## src/rtl/core/hidkbd_pkg.sv

```systemverilog
package hidkbd_pkg;

    // held-key store and report geometry
    localparam int KEY_STORE    = 16;
    localparam int REPORT_SLOTS = 6;
    localparam int OUT_SLOTS    = 6;
    localparam int IDX_W        = $clog2(KEY_STORE);
    localparam int CNT_W        = $clog2(KEY_STORE + 1);
    localparam int SLOT_W       = (REPORT_SLOTS > 1) ? $clog2(REPORT_SLOTS) : 1;

    localparam logic [7:0] ROLLOVER_CODE = 8'h01;
    localparam logic [7:0] NO_KEY        = 8'h00;

    typedef enum logic [0:0] {
        OP_KEY_EVENT   = 1'b0,
        OP_RELEASE_ALL = 1'b1
    } t_op;

    typedef enum logic [1:0] {
        ST_IDLE,
        ST_SCAN,
        ST_COMPACT,
        ST_DONE
    } t_state;

    typedef struct packed {
        t_op        op;
        logic [7:0] usage_code;
        logic [7:0] modifier_mask;
        logic       is_pressed;
    } t_in_item;

    typedef struct packed {
        logic [7:0] modifiers;
        logic [7:0] key_slot_0;
        logic [7:0] key_slot_1;
        logic [7:0] key_slot_2;
        logic [7:0] key_slot_3;
        logic [7:0] key_slot_4;
        logic [7:0] key_slot_5;
    } t_out_item;

endpackage

```

## src/rtl/core/hid_boot_keyboard_report_core.sv

```systemverilog
// usb hid boot keyboard report builder. each input item is either a key event
// (loads the modifier byte and, for a nonzero usage code, presses or releases
// that key) or a release-all. held keys live in a KEY_STORE-entry synchronous
// ram in press order; a key event scans the held entries one per cycle
// (the ram read is registered, and a closing step makes the decision), then
// either appends the code or, on a release, compacts the list by reading
// entry j and writing it back at j-1, again one entry per cycle. the first
// REPORT_SLOTS entries are mirrored in slot registers during both passes so
// the report needs no extra read pass. a zero usage code or release-all
// skips both passes, and a release moves only the entries after its key up.
// a finished report waits until the output register is free. the rate is
// set by the single read port of the key ram. one item is in flight at a
// time; the result sits in an output register, so the next item is taken
// while the previous report still waits. release-all with no modifier set
// and no key held produces no report. with more than REPORT_SLOTS keys held
// every slot reads 0x01 (rollover); presses beyond KEY_STORE held keys are
// dropped.
module hid_boot_keyboard_report_core
    import hidkbd_pkg::*;
(
    input  logic      i_clk,
    input  logic      i_rst_n,
    input  logic      i_in_valid,
    output logic      o_in_ready,
    input  t_in_item  i_in_item,
    output logic      o_out_valid,
    input  logic      i_out_ready,
    output t_out_item o_out_item
);

    // control state
    t_state           r_state, n_state;
    logic [CNT_W-1:0] r_count, n_count;
    logic [7:0]       r_mod, n_mod;
    logic [7:0]       r_code, n_code;
    logic             r_press, n_press;
    logic [CNT_W-1:0] r_idx, n_idx;     // next entry to read
    logic             r_pend, n_pend;   // read data valid this cycle
    logic [IDX_W-1:0] r_pidx, n_pidx;   // entry of the pending read data
    logic             r_found, n_found;
    logic [IDX_W-1:0] r_pos, n_pos;     // where the code was found
    logic             r_out_valid;

    // key ram and payload
    logic [7:0]       r_mem [KEY_STORE];
    logic [7:0]       r_rd_data;
    logic [7:0]       r_slot [REPORT_SLOTS];
    t_out_item        r_out;

    // datapath controls
    logic             mem_we;
    logic [IDX_W-1:0] mem_waddr;
    logic [7:0]       mem_wdata;
    logic             rd_en;
    logic [IDX_W-1:0] rd_addr;
    logic             slot_we;
    logic [SLOT_W-1:0] slot_idx;
    logic [7:0]       slot_data;
    logic             out_load;
    logic             in_fire;
    logic             rollover;
    logic [7:0]       slot_val [OUT_SLOTS];
    logic [IDX_W-1:0] prev_idx;

    assign o_in_ready = (r_state == ST_IDLE);
    assign in_fire    = i_in_valid && o_in_ready;
    assign prev_idx   = r_pidx - IDX_W'(1);

    always_ff @(posedge i_clk) begin
        if (!i_rst_n) begin
            r_state     <= ST_IDLE;
            r_count     <= '0;
            r_mod       <= '0;
            r_code      <= '0;
            r_press     <= 1'b0;
            r_idx       <= '0;
            r_pend      <= 1'b0;
            r_pidx      <= '0;
            r_found     <= 1'b0;
            r_pos       <= '0;
            r_out_valid <= 1'b0;
        end else begin
            r_state <= n_state;
            r_count <= n_count;
            r_mod   <= n_mod;
            r_code  <= n_code;
            r_press <= n_press;
            r_idx   <= n_idx;
            r_pend  <= n_pend;
            r_pidx  <= n_pidx;
            r_found <= n_found;
            r_pos   <= n_pos;
            if (out_load) begin
                r_out_valid <= 1'b1;
            end else if (i_out_ready) begin
                r_out_valid <= 1'b0;
            end
        end
    end

    always_comb begin
        n_state   = r_state;
        n_count   = r_count;
        n_mod     = r_mod;
        n_code    = r_code;
        n_press   = r_press;
        n_idx     = r_idx;
        n_pend    = 1'b0;
        n_pidx    = r_pidx;
        n_found   = r_found;
        n_pos     = r_pos;
        mem_we    = 1'b0;
        mem_waddr = r_count[IDX_W-1:0];
        mem_wdata = r_code;
        rd_en     = 1'b0;
        rd_addr   = r_idx[IDX_W-1:0];
        slot_we   = 1'b0;
        slot_idx  = SLOT_W'(r_pidx);
        slot_data = r_rd_data;
        out_load  = 1'b0;

        case (r_state)
            ST_IDLE: begin
                if (in_fire) begin
                    if (i_in_item.op == OP_RELEASE_ALL) begin
                        // nothing held and no modifiers: no report
                        if (r_mod != '0 || r_count != '0) begin
                            n_mod   = '0;
                            n_count = '0;
                            n_state = ST_DONE;
                        end
                    end else begin
                        n_mod = i_in_item.modifier_mask;
                        if (i_in_item.usage_code == NO_KEY) begin
                            n_state = ST_DONE;
                        end else begin
                            n_code  = i_in_item.usage_code;
                            n_press = i_in_item.is_pressed;
                            n_idx   = '0;
                            n_found = 1'b0;
                            n_pos   = '0;
                            n_state = ST_SCAN;
                        end
                    end
                end
            end
            ST_SCAN: begin
                if (r_idx < r_count) begin
                    rd_en  = 1'b1;
                    n_pend = 1'b1;
                    n_pidx = r_idx[IDX_W-1:0];
                    n_idx  = r_idx + CNT_W'(1);
                end
                if (r_pend) begin
                    // mirror the report slots while scanning
                    if (CNT_W'(r_pidx) < CNT_W'(REPORT_SLOTS)) begin
                        slot_we = 1'b1;
                    end
                    if (r_rd_data == r_code && !r_found) begin
                        n_found = 1'b1;
                        n_pos   = r_pidx;
                    end
                end
                if (r_idx >= r_count && !r_pend) begin
                    if (r_press) begin
                        if (!r_found && r_count < CNT_W'(KEY_STORE)) begin
                            mem_we  = 1'b1;
                            n_count = r_count + CNT_W'(1);
                            if (r_count < CNT_W'(REPORT_SLOTS)) begin
                                slot_we   = 1'b1;
                                slot_idx  = SLOT_W'(r_count);
                                slot_data = r_code;
                            end
                        end
                        n_state = ST_DONE;
                    end else if (r_found) begin
                        n_idx   = CNT_W'(r_pos) + CNT_W'(1);
                        n_state = ST_COMPACT;
                    end else begin
                        n_state = ST_DONE;
                    end
                end
            end
            ST_COMPACT: begin
                if (r_idx < r_count) begin
                    rd_en  = 1'b1;
                    n_pend = 1'b1;
                    n_pidx = r_idx[IDX_W-1:0];
                    n_idx  = r_idx + CNT_W'(1);
                end
                if (r_pend) begin
                    // move entry up one place
                    mem_we    = 1'b1;
                    mem_waddr = prev_idx;
                    mem_wdata = r_rd_data;
                    if (CNT_W'(prev_idx) < CNT_W'(REPORT_SLOTS)) begin
                        slot_we  = 1'b1;
                        slot_idx = SLOT_W'(prev_idx);
                    end
                end
                if (r_idx >= r_count && !r_pend) begin
                    n_count = r_count - CNT_W'(1);
                    n_state = ST_DONE;
                end
            end
            ST_DONE: begin
                if (!r_out_valid || i_out_ready) begin
                    out_load = 1'b1;
                    n_state  = ST_IDLE;
                end
            end
            default: begin
                n_state = ST_IDLE;
            end
        endcase
    end

    // key ram, one write and one registered read port
    always_ff @(posedge i_clk) begin
        if (mem_we) begin
            r_mem[mem_waddr] <= mem_wdata;
        end
        if (rd_en) begin
            r_rd_data <= r_mem[rd_addr];
        end
    end

    always_ff @(posedge i_clk) begin
        if (slot_we) begin
            r_slot[slot_idx] <= slot_data;
        end
    end

    // report assembly
    assign rollover = (r_count > CNT_W'(REPORT_SLOTS));

    always_comb begin
        for (int i = 0; i < OUT_SLOTS; i++) begin
            slot_val[i] = NO_KEY;
            if (i < REPORT_SLOTS) begin
                if (rollover) begin
                    slot_val[i] = ROLLOVER_CODE;
                end else if (CNT_W'(i) < r_count) begin
                    slot_val[i] = r_slot[SLOT_W'(i)];
                end
            end
        end
    end

    always_ff @(posedge i_clk) begin
        if (out_load) begin
            r_out.modifiers  <= r_mod;
            r_out.key_slot_0 <= slot_val[0];
            r_out.key_slot_1 <= slot_val[1];
            r_out.key_slot_2 <= slot_val[2];
            r_out.key_slot_3 <= slot_val[3];
            r_out.key_slot_4 <= slot_val[4];
            r_out.key_slot_5 <= slot_val[5];
        end
    end

    assign o_out_valid = r_out_valid;
    assign o_out_item  = r_out;

    // held count never exceeds the store
    a_count_range: assert property (@(posedge i_clk) disable iff (!i_rst_n)
        r_count <= CNT_W'(KEY_STORE))
        else $error("held count beyond key store");

    // release-all leaves nothing held
    a_release_clears: assert property (@(posedge i_clk) disable iff (!i_rst_n)
        (in_fire && i_in_item.op == OP_RELEASE_ALL) |=> (r_count == '0 && r_mod == '0))
        else $error("release-all did not clear state");

    // pending read data only inside a ram pass
    a_pend_in_pass: assert property (@(posedge i_clk) disable iff (!i_rst_n)
        r_pend |-> (r_state == ST_SCAN || r_state == ST_COMPACT))
        else $error("read data pending outside scan or compact");

    // compaction writes only below the last held entry
    a_compact_addr: assert property (@(posedge i_clk) disable iff (!i_rst_n)
        (mem_we && r_state == ST_COMPACT) |-> (CNT_W'(mem_waddr) + CNT_W'(1) < r_count))
        else $error("compaction write out of range");

    // a report is loaded only when the output register is free
    a_no_overwrite: assert property (@(posedge i_clk) disable iff (!i_rst_n)
        (o_out_valid && !i_out_ready) |=> $stable(o_out_item))
        else $error("pending report overwritten");

endmodule

```

## config.mk

```make
export PLATFORM = sky130hd
export DESIGN_NAME = hid_boot_keyboard_report_core
export DESIGN_NICKNAME = d
export VERILOG_FILES = /design/src/rtl/core/hidkbd_pkg.sv /design/src/rtl/core/hid_boot_keyboard_report_core.sv
export SDC_FILE = /design/constraint.sdc
export NUM_CORES = 1
export LEC_CHECK = 0
export BUFFER_PORTS_ARGS = -buffer_cell sky130_fd_sc_hd__buf_2
export CORE_UTILIZATION = 44
export DETAILED_ROUTE_END_ITERATION = 6
export HOLD_SLACK_MARGIN = 0.15
export SYNTH_ARGS = -nofsm -noshare
export SYNTH_HDL_FRONTEND = slang
export SYNTH_SLANG_ARGS = --single-unit
```

## constraint.sdc

```tcl
create_clock -name i_clk -period 5.2 [get_ports i_clk]
set_input_delay 0.26 -clock i_clk [delete_from_list [all_inputs] [get_ports i_clk]]
set_output_delay 0.26 -clock i_clk [all_outputs]
set_load 0.01 [all_outputs]
```

==> metrics, run 1 <==
Largest stage delay, worst path 0.79 ns; first-pass GRT wire length 38.0 mm; initial core utilization 0.454; post-synth cell types 62; DRT antenna net count 0; final number of setup-violating endpoints 0; antenna diode instance count 0; final hold violation count 0; worst reg2reg path startpoint r_count[2]$_SDFFE_PN0P_; pin count of the biggest net entering global routing 57; worst r2r path cells 8; Critical Path Source Type flip-flop; Clock transition at path regs 0.06 ns; total CTS buffers 28; CTS root buffer sky130_fd_sc_hd__clkbuf_16; Iter 0 DRT Violations 703; gate count of the mapped netlist 739; Synth Area in Compound Gates 0.0588; Worst-Skew Late Latency 0.54 ns; Routability Congestion 0.876; path category of the worst min-delay check in2reg; placed inst area 12300 um2; Worst Path Class, Setup reg2reg; Post-synth EDFFs 240; synthesized net count 777; Max Transition Viols Final 0; area of all sequential standard cells 8010 um2; final worst clock skew 0.0143 ns; Detail Placement HPWL 16.8 mm; Worst VDD drop 0.000317 V; Finished Core Util 0.522; standard-cell row count 58; net count of the finished layout 874; Area Overhead vs Synth 15.0%; routed length per placed instance 20.8 um; overall fraction of global-route tracks in use 0.188; total area of multi-input combinational cells 3330 um2; switching component of the power 1.44 mW; critical path, cell by cell inv_1 > ha_1 > a21o_1 > a221o_1 > and3_1 > a2bb2oi_1 > or3_1 > nor3_1; count of H-tree levels built during CTS 1; number of stages on the worst setup path 8; number of antenna violations at the first check in global routing 0; slew at the pin closest to its max-slew limit 1.01 ns; area of the mapped netlist 11600 um2; detailed-route vias per instance 5.59; critical path data required time 5.35 ns; switch share 0.265; number of global-route vias before repair 6601; relative contribution of combinational cells to total power 0.163; Period minus WS final 4.20 ns; TritonCTS clock tree yes; area enclosed by the die boundary 27000 um2; main combinational cell family by area after synthesis multiplexers; critical-path maximum fanout 20; maximum buffer depth of the clock tree 3; Core Box Area 25500 um2; number of iterations in the first detailed-routing pass 5; Worst setup endpoint r_slot[0][1]$_DFFE_PP_; R2R Path End r_slot[0][1]$_DFFE_PP_; Post-Synth XOR/XNOR Area 0.0144; sequential cell fraction of total power 0.495; layout cell share with drive strength beyond 1 0.223; syn avg cell area 15.7 um2; synthesized-area fraction occupied by adder cells 0.0173; number of buffer and inverter instances along the worst setup path 1; asr flop ratio synth 0; Worst EP arrival 4.35 ns; CP Capture Type flip-flop; floorplan die width 164 um; Final Cycle Share 0.808; grt ovf 0; top library cells by usage in the layout, fill and taps aside sky130_fd_sc_hd__edfxtp_1, sky130_fd_sc_hd__buf_2, sky130_fd_sc_hd__nor2_1; DRC violations left 0; Vert. Die Dim 164 um; synthesis warning total 0; reg2reg setup slack 1.0 ns; internal power 3.99 mW; portion of netlist area occupied by mux cells 0.105; number of sinks on the clock net 280; # placed instances 1117; final-layout setup total negative slack 0 ns; Crit. Startpoint r_count[2]$_SDFFE_PN0P_; post-layout power 5.42 mW; post-cts repair resize count 0; fill cell instance count of the final layout 2126; cell area after layout 13300 um2; via count of the routed design 6635; total power density per cell area 408 nW/um2; filler-free cell count of the finished design 1188; LEAKAGE 4.46 nW; count of max-cap constraint violations 0; part of the Yosys area used for sequential elements 0.692; primary flip-flop cell chosen by synthesis mapping sky130_fd_sc_hd__edfxtp_1; most frequent standard cell in the layout excluding fill and tap cells sky130_fd_sc_hd__edfxtp_1; Post-Route WL 24.7 mm; simple-gate area share of the yosys netlist 0.0918; status finished clean; gate family responsible for the most delay along the worst path simple AND/OR/NAND/NOR gates; Port Buf Inserts 79; clock network fraction of design power 0.342; maximum frequency from static timing analysis 238 MHz; setup repair after global routing missed its margin no; slowest cell on the critical path sky130_fd_sc_hd__nor3_1; worst-case headroom to the max-slew limit 0.319; number of placed I/O pins 80; register bit count reported by yosys 280
## cell type report
type | instances | share of cell area
Tap cell | 330 | 0.0310
Inverter | 21 | 0.00592
Clock buffer | 40 | 0.0576
Timing Repair Buffer | 104 | 0.0474
Multi-Input combinational cell | 401 | 0.250
Sequential cell | 280 | 0.602
Clock inverter | 12 | 0.00611
## flip-flops by register name, summed over array words and instances (netlist names), 5 cells and up
signal and count:
o_out_item 56, r_mem 128, r_code 8, r_rd_data 8, r_mod 8, r_count 5, r_slot 48, r_idx 5
## layer usage
metal  global-route usage  part of all wire
met2                0.317              0.50
met5                    0                 0
met4               0.0623             0.029
met1                0.250              0.42
met3               0.0270             0.051
## how the worst min path moves through the flow
stage,from,endpoint,slack [ns],cells after the start
2_1_floorplan,i_in_item[9],r_code[0]$_SDFFE_PN0P_,0.41,2
3_3_place_gp,r_mod[3]$_SDFFE_PN0P_,o_out_item[51]$_DFFE_PP_,0.44,0
3_5_place_dp,r_mod[2]$_SDFFE_PN0P_,o_out_item[50]$_DFFE_PP_,0.45,0
4_1_cts,i_in_item[17],r_mod[1]$_SDFFE_PN0P_,0.21,4
5_1_grt,i_in_item[17],r_mod[6]$_SDFFE_PN0P_,0.26,4
6_report,i_in_item[17],r_mod[1]$_SDFFE_PN0P_,0.23,4
## cells by family after synthesis
logic type	after synthesis
DFF	280
and+or+nand+nor	204
AOI/OAI and AO/OA	93
muxes	69
buffers and inverters	58
xor gates and xnor gates	19
adders and majority gates	16
## power by group through the flow
stage / sequential (mW) / combinational, mW / clock (mW)
after floorplan: 2.73 / 0.592 / 0
after global placement: 2.73 / 0.851 / 0
after detailed placement: 2.73 / 0.870 / 0
after CTS: 2.69 / 0.885 / 1.90
after global routing: 2.70 / 0.980 / 1.98
final: 2.69 / 0.883 / 1.85
## synthesized netlist by cell type (all sizes together) (4+ instances only)
cell type  count  area, um2
ha            16        200
and2          41        257
clkbuf        24       91.3
or2            4       25.0
o21ai         11       58.8
a22oi          6       45.0
nand2         37        139
nor2          52        195
and3           8       50.1
nand2b         4       25.0
nand3         15       75.1
a32o           9       90.1
nor4           5       31.3
nor2b          4       25.0
nor3b          8       60.1
nand4          4       25.0
edfxtp       240       7210
mux2i         13        130
buf           13       75.1
mux4          40        901
xnor2         12        105
inv           20       75.1
dfxtp         40        801
xor2           7       61.3
a21oi         24        124
a211oi         4       30.0
mux2          16        180
o31ai          5       37.5
nor3          13       76.3
## worst register-to-register path: stages (launching register included)
cell	delay (ns)
sky130_fd_sc_hd__dfxtp_1	0.72
sky130_fd_sc_hd__inv_1	0.26
sky130_fd_sc_hd__ha_1	0.36
sky130_fd_sc_hd__a21o_1	0.17
sky130_fd_sc_hd__a221o_1	0.50
sky130_fd_sc_hd__and3_1	0.39
sky130_fd_sc_hd__a2bb2oi_1	0.22
sky130_fd_sc_hd__or3_1	0.40
sky130_fd_sc_hd__nor3_1	0.79
## repair_timing
item / CTS / global route
hold endpoints to repair: 20 / 0
hold buffers: 19 / 0
buffers inserted: 0 / 0
## metrics by stage
step | setup slack, ns | hold slack (ns)
finish | 1.00 | 0.230
floorplan | 1.56 | 0.408
global route | 0.730 | 0.261
CTS | 1.07 | 0.208
global placement | 1.22 | 0.441
detailed placement | 1.09 | 0.451
Note: power is estimated with default switching activity, not from simulation.
==> run 2: changes to the inputs <==
--- a/config.mk
+++ b/config.mk
@@ -5,6 +5,7 @@
 export SDC_FILE = /design/constraint.sdc
 export NUM_CORES = 1
 export LEC_CHECK = 0
+export ABC_AREA = 1
 export BUFFER_PORTS_ARGS = -buffer_cell sky130_fd_sc_hd__buf_2
 export CORE_UTILIZATION = 44
 export DETAILED_ROUTE_END_ITERATION = 6
==> constraint.sdc (replaced) <==
create_clock -name i_clk -period 3.9 [get_ports i_clk]
set_input_delay 0.195 -clock i_clk [delete_from_list [all_inputs] [get_ports i_clk]]
set_output_delay 0.195 -clock i_clk [all_outputs]
set_load 0.01 [all_outputs]
==> run 2 against run 1 <==
The flow now finishes with violations (DRC); critical endpoint is now r_slot[4][1]$_DFFE_PP_; critical path type unchanged; largest cell class unchanged; clock skew grew 0.0033 ns; clock-buffer cell count grew 1; via count grew 19%; highest routed layer unchanged; synthesized area grew 2.9%.
==> metrics, run 2 <==
status complete, but fails checks; violated checks DRC; critical path, cell by cell inv_2 > ha_1 > nand4_2 > nand3_4 > nand2_4 > clkinv_2 > nand3_4 > a21oi_2 > nand3_1 > nor2_1; syn avg cell area 11.3 um2 (-28%); overall fraction of global-route tracks in use 0.198 (+0.00997); most frequent standard cell in the layout excluding fill and tap cells sky130_fd_sc_hd__edfxtp_1; final worst clock skew 0.0176 ns (+0.00326 ns); Post-synth EDFFs 240 (unchanged); primary flip-flop cell chosen by synthesis mapping sky130_fd_sc_hd__edfxtp_1; Port Buf Inserts 79 (unchanged); detailed-route vias per instance 5.14 (-8.0%); CP Capture Type flip-flop; part of the Yosys area used for sequential elements 0.672 (-0.0196); Worst Path Class, Setup reg2reg; Clock transition at path regs 0.06 ns (about the same); Max Transition Viols Final 0 (unchanged); path category of the worst min-delay check in2reg; Final Cycle Share 0.786 (-0.0216); most frequent cell on the critical path sky130_fd_sc_hd__nand3_4; floorplan die width 167 um (+1.4%); maximum frequency from static timing analysis 326 MHz (+37%); CTS root buffer sky130_fd_sc_hd__clkbuf_16; routed length per placed instance 17.7 um (-15%); register bit count reported by yosys 280 (unchanged); cell types with the largest area share after synthesis sky130_fd_sc_hd__edfxtp_1, sky130_fd_sc_hd__dfxtp_1, sky130_fd_sc_hd__nand2_1; asr flop ratio synth 0 (unchanged); Post-Route WL 27.3 mm (+11%); final number of setup-violating endpoints 0 (unchanged); initial core utilization 0.453 (-0.00112); total power density per cell area 626 nW/um2 (+54%); gate count of the mapped netlist 1052 (+42%); area of the mapped netlist 11900 um2 (+2.9%); number of antenna violations at the first check in global routing 0 (unchanged); standard-cell row count 59 (+1.7%); total CTS buffers 30 (+7.1%); number of iterations in the first detailed-routing pass 7 (+2); Iter 0 DRT Violations 660 (-6.1%); layout cell share with drive strength beyond 1 0.152 (-0.0709); Vert. Die Dim 167 um (+1.4%); pin count of the biggest net entering global routing 70 (+23%); slowest cell on the critical path sky130_fd_sc_hd__dfxtp_1; number of placed I/O pins 80 (unchanged); area fraction of the dominant cell type after synthesis 0.605 (-0.0177); cell type with the highest aggregate area in the netlist sky130_fd_sc_hd__edfxtp_1; top library cells by usage in the layout, fill and taps aside sky130_fd_sc_hd__edfxtp_1, sky130_fd_sc_hd__nand2_1, sky130_fd_sc_hd__nor2_1; number of global-route vias before repair 7847 (+19%); grt ovf 0 (unchanged); count of max-cap constraint violations 0 (unchanged); DRT antenna net count 0 (unchanged); setup repair after global routing missed its margin no; Routability Congestion 0.859 (-1.9%); post-cts repair resize count 0 (unchanged); Largest stage delay, worst path 0.60 ns (-0.19 ns); register bank with the most flops r_mem; commonest cells in the synthesized netlist sky130_fd_sc_hd__edfxtp_1, sky130_fd_sc_hd__nand2_1, sky130_fd_sc_hd__nor2_1, sky130_fd_sc_hd__inv_1, sky130_fd_sc_hd__o21ai_0; Critical Path Source Type flip-flop; Area Overhead vs Synth 18.2%; cell area after layout 14100 um2 (+5.8%); post-synth cell types 45 (-27%); synthesis warning total 0 (unchanged); critical-path maximum fanout 17 (-15%); synthesized net count 1090 (+40%); maximum buffer depth of the clock tree 3 (unchanged); number of sinks on the clock net 280 (unchanged); Worst VDD drop 0.000444 V (+40%); via count of the routed design 7920 (+19%); worst-case headroom to the max-slew limit 0.368 (+0.0492); Detail Placement HPWL 18.1 mm (+7.3%); TritonCTS clock tree yes; final hold violation count 0 (unchanged); most common cell in the netlist sky130_fd_sc_hd__edfxtp_1; DRC violations left 13 (+13); area enclosed by the die boundary 27700 um2 (+2.9%); slew at the pin closest to its max-slew limit 0.947 ns (-0.0661 ns); Core Box Area 26300 um2 (+3.2%); Period minus WS final 3.07 ns (-1.13 ns); count of H-tree levels built during CTS 1 (unchanged); Worst EP arrival 3.24 ns (-1.11 ns); placed inst area 12700 um2 (+3.4%); first-pass GRT wire length 42.8 mm (+13%); antenna diode instance count 0 (unchanged); Largest register FFs 128 (unchanged); final-layout setup total negative slack 0 ns (unchanged); net count of the finished layout 1220 (+40%); Worst-Skew Late Latency 0.55 ns (about the same); LEAKAGE 5.28 nW (+19%); critical path data required time 4.08 ns (-1.27 ns)
[run 2: cell type report]
cell class / instances / area [um2]
fill: 2254 / 12200
sequential: 280 / 8010
multi-input combinational: 626 / 3370
timing repair buffer: 132 / 903
clock buffer: 41 / 843
inverter: 112 / 423
tap: 335 / 419
clock inverter: 15 / 113
[run 2: metal layers]
metal	vias to the layer above	wire [um]	track usage
met5	-	0	0
met4	0	643	0.0604
met3	41	1440	0.0285
met2	246	13100	0.338
met1	3704	12100	0.261
li1	3929	-	-
[run 2: final timing paths]
kind	from	to	slack, ns	depth (start not counted)
worst max-delay path	r_count[2]$_SDFFE_PN0P_	r_slot[4][1]$_DFFE_PP_	0.83	10
worst max register to register	r_count[2]$_SDFFE_PN0P_	r_slot[4][1]$_DFFE_PP_	0.83	10
worst min register to register	r_mod[1]$_SDFFE_PN0P_	o_out_item[49]$_DFFE_PP_	0.45	0
worst min-delay path	i_in_item[17]	r_count[1]$_SDFFE_PN0P_	0.20	6
[run 2: kinds of logic after synthesis]
kind of cell    share of synthesized area
simple gates                        0.146
flops                               0.672
compound gates                     0.0914
buf+inv                            0.0477
mux                                0.0202
fa+ha+maj                          0.0168
xor+xnor                          0.00588
[run 2: what timing repair did]
action	in CTS	in global routing
hold endpoints to repair	28	0
hold buffers	44	0
buffers inserted	0	0
[run 2: power by group]
part | switching (mW) | total (mW) | internal [mW]
sequential | 0.148 | 3.84 | 3.69
combinational | 1.62 | 2.26 | 0.649
clock | 1.13 | 2.71 | 1.58
total | 2.89 | 8.81 | 5.92
[run 2: per-stage QoR]
step | setup WS (ns) | total power [mW] | instances | hold WS (ns) | utilization
6_report | 0.834 | 8.81 | 1541 | 0.200 | 0.536
5_1_grt | 0.594 | 9.25 | 1541 | 0.228 | 0.536
4_1_cts | 0.802 | 8.87 | 1541 | 0.176 | 0.536
3_5_place_dp | 0.814 | 6.12 | 1441 | 0.442 | 0.483
3_3_place_gp | 0.938 | 6.11 | 1441 | 0.443 | 0.483
2_1_floorplan | 0.0462 | 5.40 | 1052 | 0.344 | -
[run 2: worst max-delay path, delay by kind of cell (launching register included)]
kind | cells | cell delay [ns]
flops | 1 | 0.60
buf+inv | 2 | 0.22
compound gates | 1 | 0.20
fa+ha+maj | 1 | 0.35
simple gates | 6 | 1.31
==> run 3: changes to the inputs <==
==> constraint.sdc (replaced) <==
create_clock -name i_clk -period 2.7 [get_ports i_clk]
set_input_delay 0.135 -clock i_clk [delete_from_list [all_inputs] [get_ports i_clk]]
set_output_delay 0.135 -clock i_clk [all_outputs]
set_load 0.01 [all_outputs]
==> run 3 against run 2 <==
The run still ends with DRC left; final area up 2.5%; hold slack better by 0.013 ns; via count up 2.1%; wire length up 1.5%; critical path depth up 3; power up 48%; global-route usage up 0.33 points; die area unchanged; critical path type unchanged; critical endpoint is now r_mem[11][7]$_DFFE_PP_.
==> metrics, run 3 (synthesis results as in run 2) <==
Max Transition Viols Final 0 (unchanged); Period minus WS final 2.54 ns (-0.528 ns); Worst EP arrival 2.79 ns (-0.45 ns); grt ovf 0 (unchanged); area enclosed by the die boundary 27700 um2 (unchanged); register bank with the most flops r_mem; Vert. Die Dim 167 um (unchanged); worst-case headroom to the max-slew limit 0.460 (+0.0918); final worst clock skew 0.00959 ns (-0.00797 ns); Post-Route WL 27.7 mm (+1.5%); reg2reg setup slack 0.16 ns (-0.67 ns); fill cell instance count of the final layout 2237 (-0.75%); total power density per cell area 905 nW/um2 (+45%); layout cell share with drive strength beyond 1 0.174 (+0.0226); overall fraction of global-route tracks in use 0.201 (+0.00330); number of sinks on the clock net 280 (unchanged); switching component of the power 4.16 mW (+44%); number of iterations in the first detailed-routing pass 7 (unchanged); R2R Path End r_mem[11][7]$_DFFE_PP_; most frequent standard cell in the layout excluding fill and tap cells sky130_fd_sc_hd__edfxtp_1; Final Cycle Share 0.940 (+0.154); Worst-Skew Late Latency 0.54 ns (about the same); number of global-route vias before repair 7823 (-0.31%); worst r2r path cells 13 (+3); critical-path maximum fanout 8 (-9); DRC violations left 15 (+2); count of max-cap constraint violations 0 (unchanged); total CTS buffers 29 (-3.3%); Clock transition at path regs 0.06 ns (about the same); DRT antenna net count 0 (unchanged); Core Box Area 26300 um2 (unchanged); final number of setup-violating endpoints 0 (unchanged); first-pass GRT wire length 43.4 mm (+1.5%); setup repair after global routing missed its margin no; status complete, but fails checks; via count of the routed design 8085 (+2.1%); worst reg2reg path startpoint r_count[4]$_SDFFE_PN0P_; Critical Path Source Type flip-flop; Detail Placement HPWL 18.4 mm (+1.7%); violated checks DRC; critical path data required time 2.95 ns (-1.13 ns); detailed-route vias per instance 5.12 (-0.44%); standard-cell row count 59 (unchanged); Largest register FFs 128 (unchanged); routed length per placed instance 17.5 um (-0.98%); CP Capture Type flip-flop; maximum frequency from static timing analysis 394 MHz (+21%); Worst Path Class, Setup reg2reg; relative contribution of combinational cells to total power 0.261 (+0.004); Iter 0 DRT Violations 689 (+4.4%); Worst VDD drop 0.000613 V (+38%); cell count of the worst hold path 6 (unchanged); TritonCTS clock tree yes; antenna diode instance count 0 (unchanged); sequential cell fraction of total power 0.422 (-0.014); number of placed I/O pins 80 (unchanged); Endpoint, Worst Hold r_state[0]$_SDFFE_PN0P_; count of H-tree levels built during CTS 1 (unchanged); # placed instances 1482 (+2.8%); net count of the finished layout 1261 (+3.4%); slew at the pin closest to its max-slew limit 0.810 ns (-0.138 ns); number of antenna violations at the first check in global routing 0 (unchanged); Area Overhead vs Synth 21.2%; filler-free cell count of the finished design 1580 (+2.5%); final-layout setup total negative slack 0 ns (unchanged); Port Buf Inserts 79 (unchanged); initial core utilization 0.453 (unchanged); Routability Congestion 0.858 (-0.16%); switch share 0.319 (-0.00954); top library cells by usage in the layout, fill and taps aside sky130_fd_sc_hd__edfxtp_1, sky130_fd_sc_hd__nand2_1, sky130_fd_sc_hd__nor2_1; CTS root buffer sky130_fd_sc_hd__clkbuf_16; path category of the worst min-delay check in2reg; maximum buffer depth of the clock tree 3 (unchanged); origin of the worst min-delay path i_in_valid; pin count of the biggest net entering global routing 70 (unchanged); LEAKAGE 5.52 nW (+4.4%); internal power 8.90 mW (+50%); final hold violation count 0 (unchanged); floorplan die width 167 um (unchanged); clock network fraction of design power 0.316 (+0.009)
run 3: cell count changes in the layout (fill, tap and decap cells not counted), moves of 2 or more:
cell                         previous run  this run
sky130_fd_sc_hd__buf_4                  9        49
sky130_fd_sc_hd__bufinv_16              1         6
sky130_fd_sc_hd__clkbuf_1               7         4
sky130_fd_sc_hd__clkbuf_16             31        29
sky130_fd_sc_hd__clkbuf_8               3         0
sky130_fd_sc_hd__clkinv_1               8        10
sky130_fd_sc_hd__clkinvlp_4             3         1
sky130_fd_sc_hd__o21ai_0               62        65
sky130_fd_sc_hd__o21ai_1               13        17
sky130_fd_sc_hd__o21ai_2                8         1
run 3: metrics by stage:
stage          power, mW  hold WS, ns  setup WS [ns]  instance area (um2)  utilization
4_1_cts             13.1        0.173         0.0775                14400        0.549
3_3_place_gp        8.92        0.404          0.216                13000        0.494
2_1_floorplan       7.79        0.284          0.113                11900            -
6_report            13.1        0.213          0.162                14400        0.549
5_1_grt             13.7        0.255         0.0114                14400        0.549
3_5_place_dp        8.93        0.403          0.193                13000        0.494
run 3: critical path, cell delays in order, from the launching register on:
cell and delay (ns):
sky130_fd_sc_hd__dfxtp_1 0.40, sky130_fd_sc_hd__inv_2 0.09, sky130_fd_sc_hd__ha_1 0.30, sky130_fd_sc_hd__nand2_1 0.06, sky130_fd_sc_hd__clkinv_2 0.08, sky130_fd_sc_hd__nand4_1 0.13
sky130_fd_sc_hd__nand3_4 0.17, sky130_fd_sc_hd__nand2_4 0.09, sky130_fd_sc_hd__clkinv_2 0.08, sky130_fd_sc_hd__nand3_2 0.10, sky130_fd_sc_hd__a21oi_4 0.26, sky130_fd_sc_hd__nand3_2 0.15
sky130_fd_sc_hd__nor2_1 0.17, sky130_fd_sc_hd__buf_4 0.17
run 3: worst max-delay path by stage:
stage	from	endpoint	slack [ns]
floorplan	r_state[0]$_SDFFE_PN0P_	o_out_item[0]$_SDFFCE_PN1P_	0.11
global placement	r_count[4]$_SDFFE_PN0P_	r_mem[11][7]$_DFFE_PP_	0.22
detailed placement	r_count[4]$_SDFFE_PN0P_	r_mem[11][4]$_DFFE_PP_	0.19
CTS	r_state[0]$_SDFFE_PN0P_	r_mod[6]$_SDFFE_PN0P_	0.08
global route	r_count[4]$_SDFFE_PN0P_	r_mem[11][7]$_DFFE_PP_	0.01
finish	r_count[4]$_SDFFE_PN0P_	r_mem[11][7]$_DFFE_PP_	0.16
run 3: area by class of cell:
| type | count | area (um2) | share of cell area |
|---|---|---|---|
| Clock inverter | 20 | 251 | 0.0174 |
| Sequential cell | 280 | 8010 | 0.555 |
| Tap cell | 335 | 419 | 0.0290 |
| Multi-Input combinational cell | 626 | 3360 | 0.233 |
| Inverter | 112 | 423 | 0.0293 |
| Timing Repair Buffer | 174 | 1230 | 0.0855 |
| Clock buffer | 33 | 741 | 0.0513 |
run 3: timing repair:
| action | CTS | global route |
|---|---|---|
| hold buffers | 45 | 0 |
| buffers inserted | 0 | 0 |
| hold endpoints to repair | 28 | 0 |
| endpoints found under the setup margin | 0 | 8 |
| resized for setup | 0 | 3 |
run 3: metal layers:
| metal | part of all wire | track usage | wire (um) | vias to the layer above |
|---|---|---|---|---|
| li1 | - | - | - | 4003 |
| met1 | 0.44 | 0.269 | 12100 | 3765 |
| met5 | 0 | 0 | 0 | - |
| met3 | 0.057 | 0.0254 | 1590 | 43 |
| met4 | 0.022 | 0.0479 | 597 | 0 |
| met2 | 0.48 | 0.348 | 13400 | 274 |
run 3: power by group through the flow:
| stage | registers [mW] | clock network, mW | logic [mW] |
|---|---|---|---|
| finish | 5.52 | 4.14 | 3.42 |
| detailed placement | 5.61 | 0 | 3.32 |
| floorplan | 5.63 | 0 | 2.16 |
| global route | 5.55 | 4.37 | 3.80 |
| CTS | 5.52 | 4.20 | 3.41 |
| global placement | 5.61 | 0 | 3.31 |
